### config.mk
export PLATFORM = sky130hd
export DESIGN_NAME = pn2d_ram
export DESIGN_NICKNAME = d
export VERILOG_FILES = /design/src/rtl/core/pn2d_ram.sv
export SDC_FILE = /design/constraint.sdc
export NUM_CORES = 2
export LEC_CHECK = 0
export ABC_AREA = 0
export BUFFER_PORTS_ARGS = -buffer_cell sky130_fd_sc_hd__buf_4
export CAP_MARGIN = 20
export CORE_MARGIN = 5
export CORE_UTILIZATION = 55
export CTS_CLUSTER_DIAMETER = 60
export DETAILED_ROUTE_END_ITERATION = 16
export PLACE_DENSITY = 0.69
export RECOVER_POWER = 25
export SLEW_MARGIN = 30
export SYNTH_ARGS = -nofsm -noshare
export SYNTH_HDL_FRONTEND = slang
export SYNTH_SLANG_ARGS = --single-unit
### constraint.sdc
create_clock -name clk -period 6 [get_ports clk]
set_clock_uncertainty 0.1 [all_clocks]
set_input_delay 1.2 -clock clk [delete_from_list [all_inputs] [get_ports clk]]
set_output_delay 1.2 -clock clk [all_outputs]
set_load 0.01 [all_outputs]
### src/rtl/core/pn2d_ram.sv
module pn2d_ram #(
  parameter int unsigned Width = 8,
  parameter int unsigned Depth = 256
) (
  input  logic                     clk,
  input  logic                     we,
  input  logic [$clog2(Depth)-1:0] waddr,
  input  logic [Width-1:0]         wdata,
  input  logic                     re,
  input  logic [$clog2(Depth)-1:0] raddr,
  output logic [Width-1:0]         rdata
);

  logic [Width-1:0] mem [Depth];

  always_ff @(posedge clk) begin
    if (we) begin
      mem[waddr] <= wdata;
    end
    if (re) begin
      rdata <= mem[raddr];
    end
  end

endmodule

# Yosys cells after proc, flatten, opt, wreduce, memory -nomap -nowiden

Memory sizes are Yosys's and may differ from the RTL's. A register that Yosys moved wholly into a read port is not among the register bits.
Cells that the tools add are included.

Memory bits (writable): 2048
Word-level logic and storage cells: 3
Output and inout bits: 8
Memories kept: 1
Register bits: 0

Memories:

| name | depth | width | rd ports | clocked after memory_dff | wr ports | line | RTL |
|---|---|---|---|---|---|---|---|
| mem  | 256   | 8     | 1        | 1                        | 1        | 14   | `logic [Width-1:0] mem [Depth];` |

Mux-type cells: 2

Operators with widths:

| operator         | count |
|---|---|
| 1-bit 2-to-1 mux | 2 |

# Longest topological paths before layout

Word-level depth: 2
Gate-level depth with buffers: 11
Depth with buffers taken out: 6

# Worst setup path after synthesis

OpenSTA, ideal clock, no wires.

Path kind: input -> register
From: input port raddr[0]
To: register rdata[2], read port of mem, data pin
Path slack: 2624 ps
Library setup time: 269 ps
Stages on the path: 9
Data arrival time: 3007 ps
Path through: buf_6 > buf_12 > buf_8 > buf_2 > mux4_2 > a22oi_1 > a21oi_1 > nor4_1 > nor4_2

RTL lines:

| item               | line | RTL |
|---|---|---|
| start: declaration | 10   | `input logic [$clog2(Depth)-1:0] raddr,` |
| end: declaration   | 11   | `output logic [Width-1:0] rdata` |

# Worst setup path in the final report

From: input port wdata[1]
To: memory mem[189][1], data pin

RTL lines:

| item               | line | RTL |
|---|---|---|
| start: declaration | 8    | `input logic [Width-1:0] wdata,` |
| end: declaration   | 14   |  |

Straight into the memory's write port.

==> qor.txt <==
Post-route cell area: 88,100 um2
First-pass GRT wire length: 279 mm
Count of flip-flops with a built-in enable after synthesis: 2,056
Port buffer count: 34
CP delay by family, top: buffers and inverters
H-tree depth: 4
Asr flop ratio synth: 0
Max Cap Viol: 12
Worst reg2reg startpoint: mem[82][3]
Nets: 3,877
Starting Density: 0.554
Met1 wire length: 75.2 mm
Slowest cell on crit path: clkdlybuf4s25_1
Layout fillers: 9,724
Die height: 391 um
Hold Path Origin: waddr[1]
Final core occ: 0.612
Netlist cell types: 54
Failing checks: capacitance limit, slew limit
Post-CTS sizing: 0
Outcome: finished, violations left
FF/Latch Area: 61,700 um2
Top FF cell, synth: edfxtp_1
Slew HR: -1.85
Die Width: 391 um
Yosys Warn Count: 0
Total setup buffers inserted after CTS: 0
Via count: 38,900
Critical path endpoint category: flip-flop
PD cells: 330 nW/um2
Post-CTS Hold Fix Bufs: 0
Crit-path cells: clkdlybuf4s25_1, buf_12
CP startpoint: wdata[1]
Routed wire length: 192 mm
Worst stage delay on the critical path: 3.05 ns
Clk pin slew, worst setup/hold paths: 0.06 ns
Largest net degree at the start of global routing: 157
Overall power: 29.1 mW
Iter 0 DRT Violations: 4,678
Tot GR Track Use: 0.254
DR WL met3: 18.9 mm
Peak VDD IR: 0.000283 V
Syn-to-layout area delta: 10.6%
Setup violators final: 0
Vias in the first global route: 39,000
Leakage power: 27.0 nW
Worst-path fanout max: 156
Post-DRT Antenna Nets: 0
Hold Crit Class: input pin to flip-flop
DR top layer: met5
Mapped Cells: 3,733
Sink count of the clock tree: 2,056
CP required: 6.39 ns
Crit Path Class: input pin to flip-flop
HPWL Detailed: 116 mm
Pins Over Slew Limit: 996
Drt drc: 0
CORE AREA: 144,000 um2
CTS tree: yes
Crit path arrival time: 5.08 ns
Worst-Margin Slew: 4.27 ns
Die area: 153,000 um2
Startpoint Class: input pin
Max Freq: 213 MHz
Post-synthesis cell area: 79,600 um2
Area of the multi-input gates: 16,500 um2
Buffers plus inverters on the worst setup path: 2
Post-DP Area: 82,000 um2
Syn_area_per_cell: 21.3 um2
Layout cell share with drive strength beyond 1: 0.223
Clock buffer depth: 3
Sum Neg Setup Slack: 0 ns
Root Buffer: clkbuf_16
DR WL met2: 92.2 mm
Vias per cell: 6.58
Min Tclk post-route: 4.70 ns
Number of buffers created by CTS: 199
Std cell rows: 139
FF+latch count, synth: 2,056
Seq/Total Area, Yosys: 0.775
Syn_nets: 3,760
GPL Wtd Cong: 0.886
Post-DR wirelength/cell: 32.5 um
Initial antenna violation count: 12
RSZ-0062 raised after global routing: false
Fin. Hold Viols: 0
Final worst-path cycle share: 0.783
Drt pass-1 iters: 6
Ports: 35
Global route overflow: 0
Clock Latency Late Sink: 0.83 ns
-- routing by layer --
metal / GRT usage / up-vias
met2: 0.396 / 2081
met4: 0.0777 / 8
li1: - / 16000
met3: 0.0580 / 354
met1: 0.368 / 20600
met5: 0 / -
-- cell usage after synthesis (all sizes together) (2+ instances only) --
master	instances	area [um2]
edfxtp	2056	61700
mux4	456	10300
nor2	282	1060
mux2i	134	1340
a22oi	133	998
buf	122	1030
clkbuf	111	417
a21oi	96	480
o221ai	47	418
nand3	34	170
nand2	33	124
nor2b	31	194
o22ai	28	175
nor4	27	188
nor3	22	110
a211oi	16	120
a221oi	14	129
o21ai	12	60.1
nand4	10	62.6
o211ai	10	75.1
a22o	8	70.1
nand2b	8	50.1
and2	6	37.5
a2111oi	5	52.6
o22a	5	43.8
o32ai	5	51.3
or2	4	25.0
a311oi	2	17.5
a31oi	2	12.5
and3b	2	17.5
nand3b	2	15.0
-- logic make-up (layout without fill, tap and decap cells) --
kind of cell | count (synthesis) | count (layout) | share of synthesized area
mux | 591 | 591 | 0.146
flops | 2056 | 2056 | 0.775
compound gates | 385 | 385 | 0.0342
simple gates | 466 | 466 | 0.0263
other cells | 0 | 4 | 0
buf+inv | 235 | 512 | 0.0183
-- placed cells by master, fill, tap and decap left out, types with 10 or more instances in the layout --
master and n:
buf_4 118, a21oi_1 96, nor4_1 21, clkinv_2 38, clkinv_1 48, a22oi_1 133
nor2_1 268, buf_12 14, a211oi_1 16, o221ai_1 46, mux2i_1 134, nand2_1 33
nor2_2 12, clkbuf_16 203, edfxtp_1 2056, o211ai_1 10, o21ai_0 10, nor3_1 21
o22ai_1 28, nand3_1 33, nand4_1 10, mux4_2 454, clkbuf_1 57, a221oi_1 13
nor2b_1 28
-- per-stage QoR --
step / setup slack [ns] / std cells / hold WS, ns
2_1_floorplan: 2.62 / 3733 / 0.764
3_3_place_gp: 0.881 / 5547 / 1.05
3_5_place_dp: 1.15 / 5548 / 1.07
4_1_cts: 2.01 / 5909 / 0.614
5_1_grt: 1.02 / 5913 / 0.940
6_report: 1.30 / 5917 / 0.954
-- final timing paths --
| path | to | slack (ns) | cells after the start |
|---|---|---|---|
| max | mem[189][1] | 1.30 | 2 |
| min | mem[199][6] | 0.95 | 3 |
| max reg2reg | rdata[3] | 2.95 | 6 |
| min reg2reg | rdata[3] | 1.10 | 5 |
-- where the power goes --
group	switching, mW	total, mW	leakage (nW)	internal, mW
sequential	0.0215	15.9	18.5	15.9
combinational	0.923	1.40	5.57	0.476
clock	5.21	11.8	2.98	6.58
total	6.16	29.1	27.0	22.9
-- flip-flops by register name (all words and copies together) (netlist names) --
register / cells
mem: 2048
rdata: 8
-- layout make-up --
type	count	area share
Sequential cell	2056	0.701
Multi-Input combinational cell	1442	0.188
Clock buffer	254	0.0599
Tap cell	1903	0.0270
Timing Repair Buffer	149	0.0148
Clock inverter	107	0.00914
Antenna cell	4	0.000114
Inverter	2	0.0000853
No activity file was read; power rests on OpenSTA's default activity.
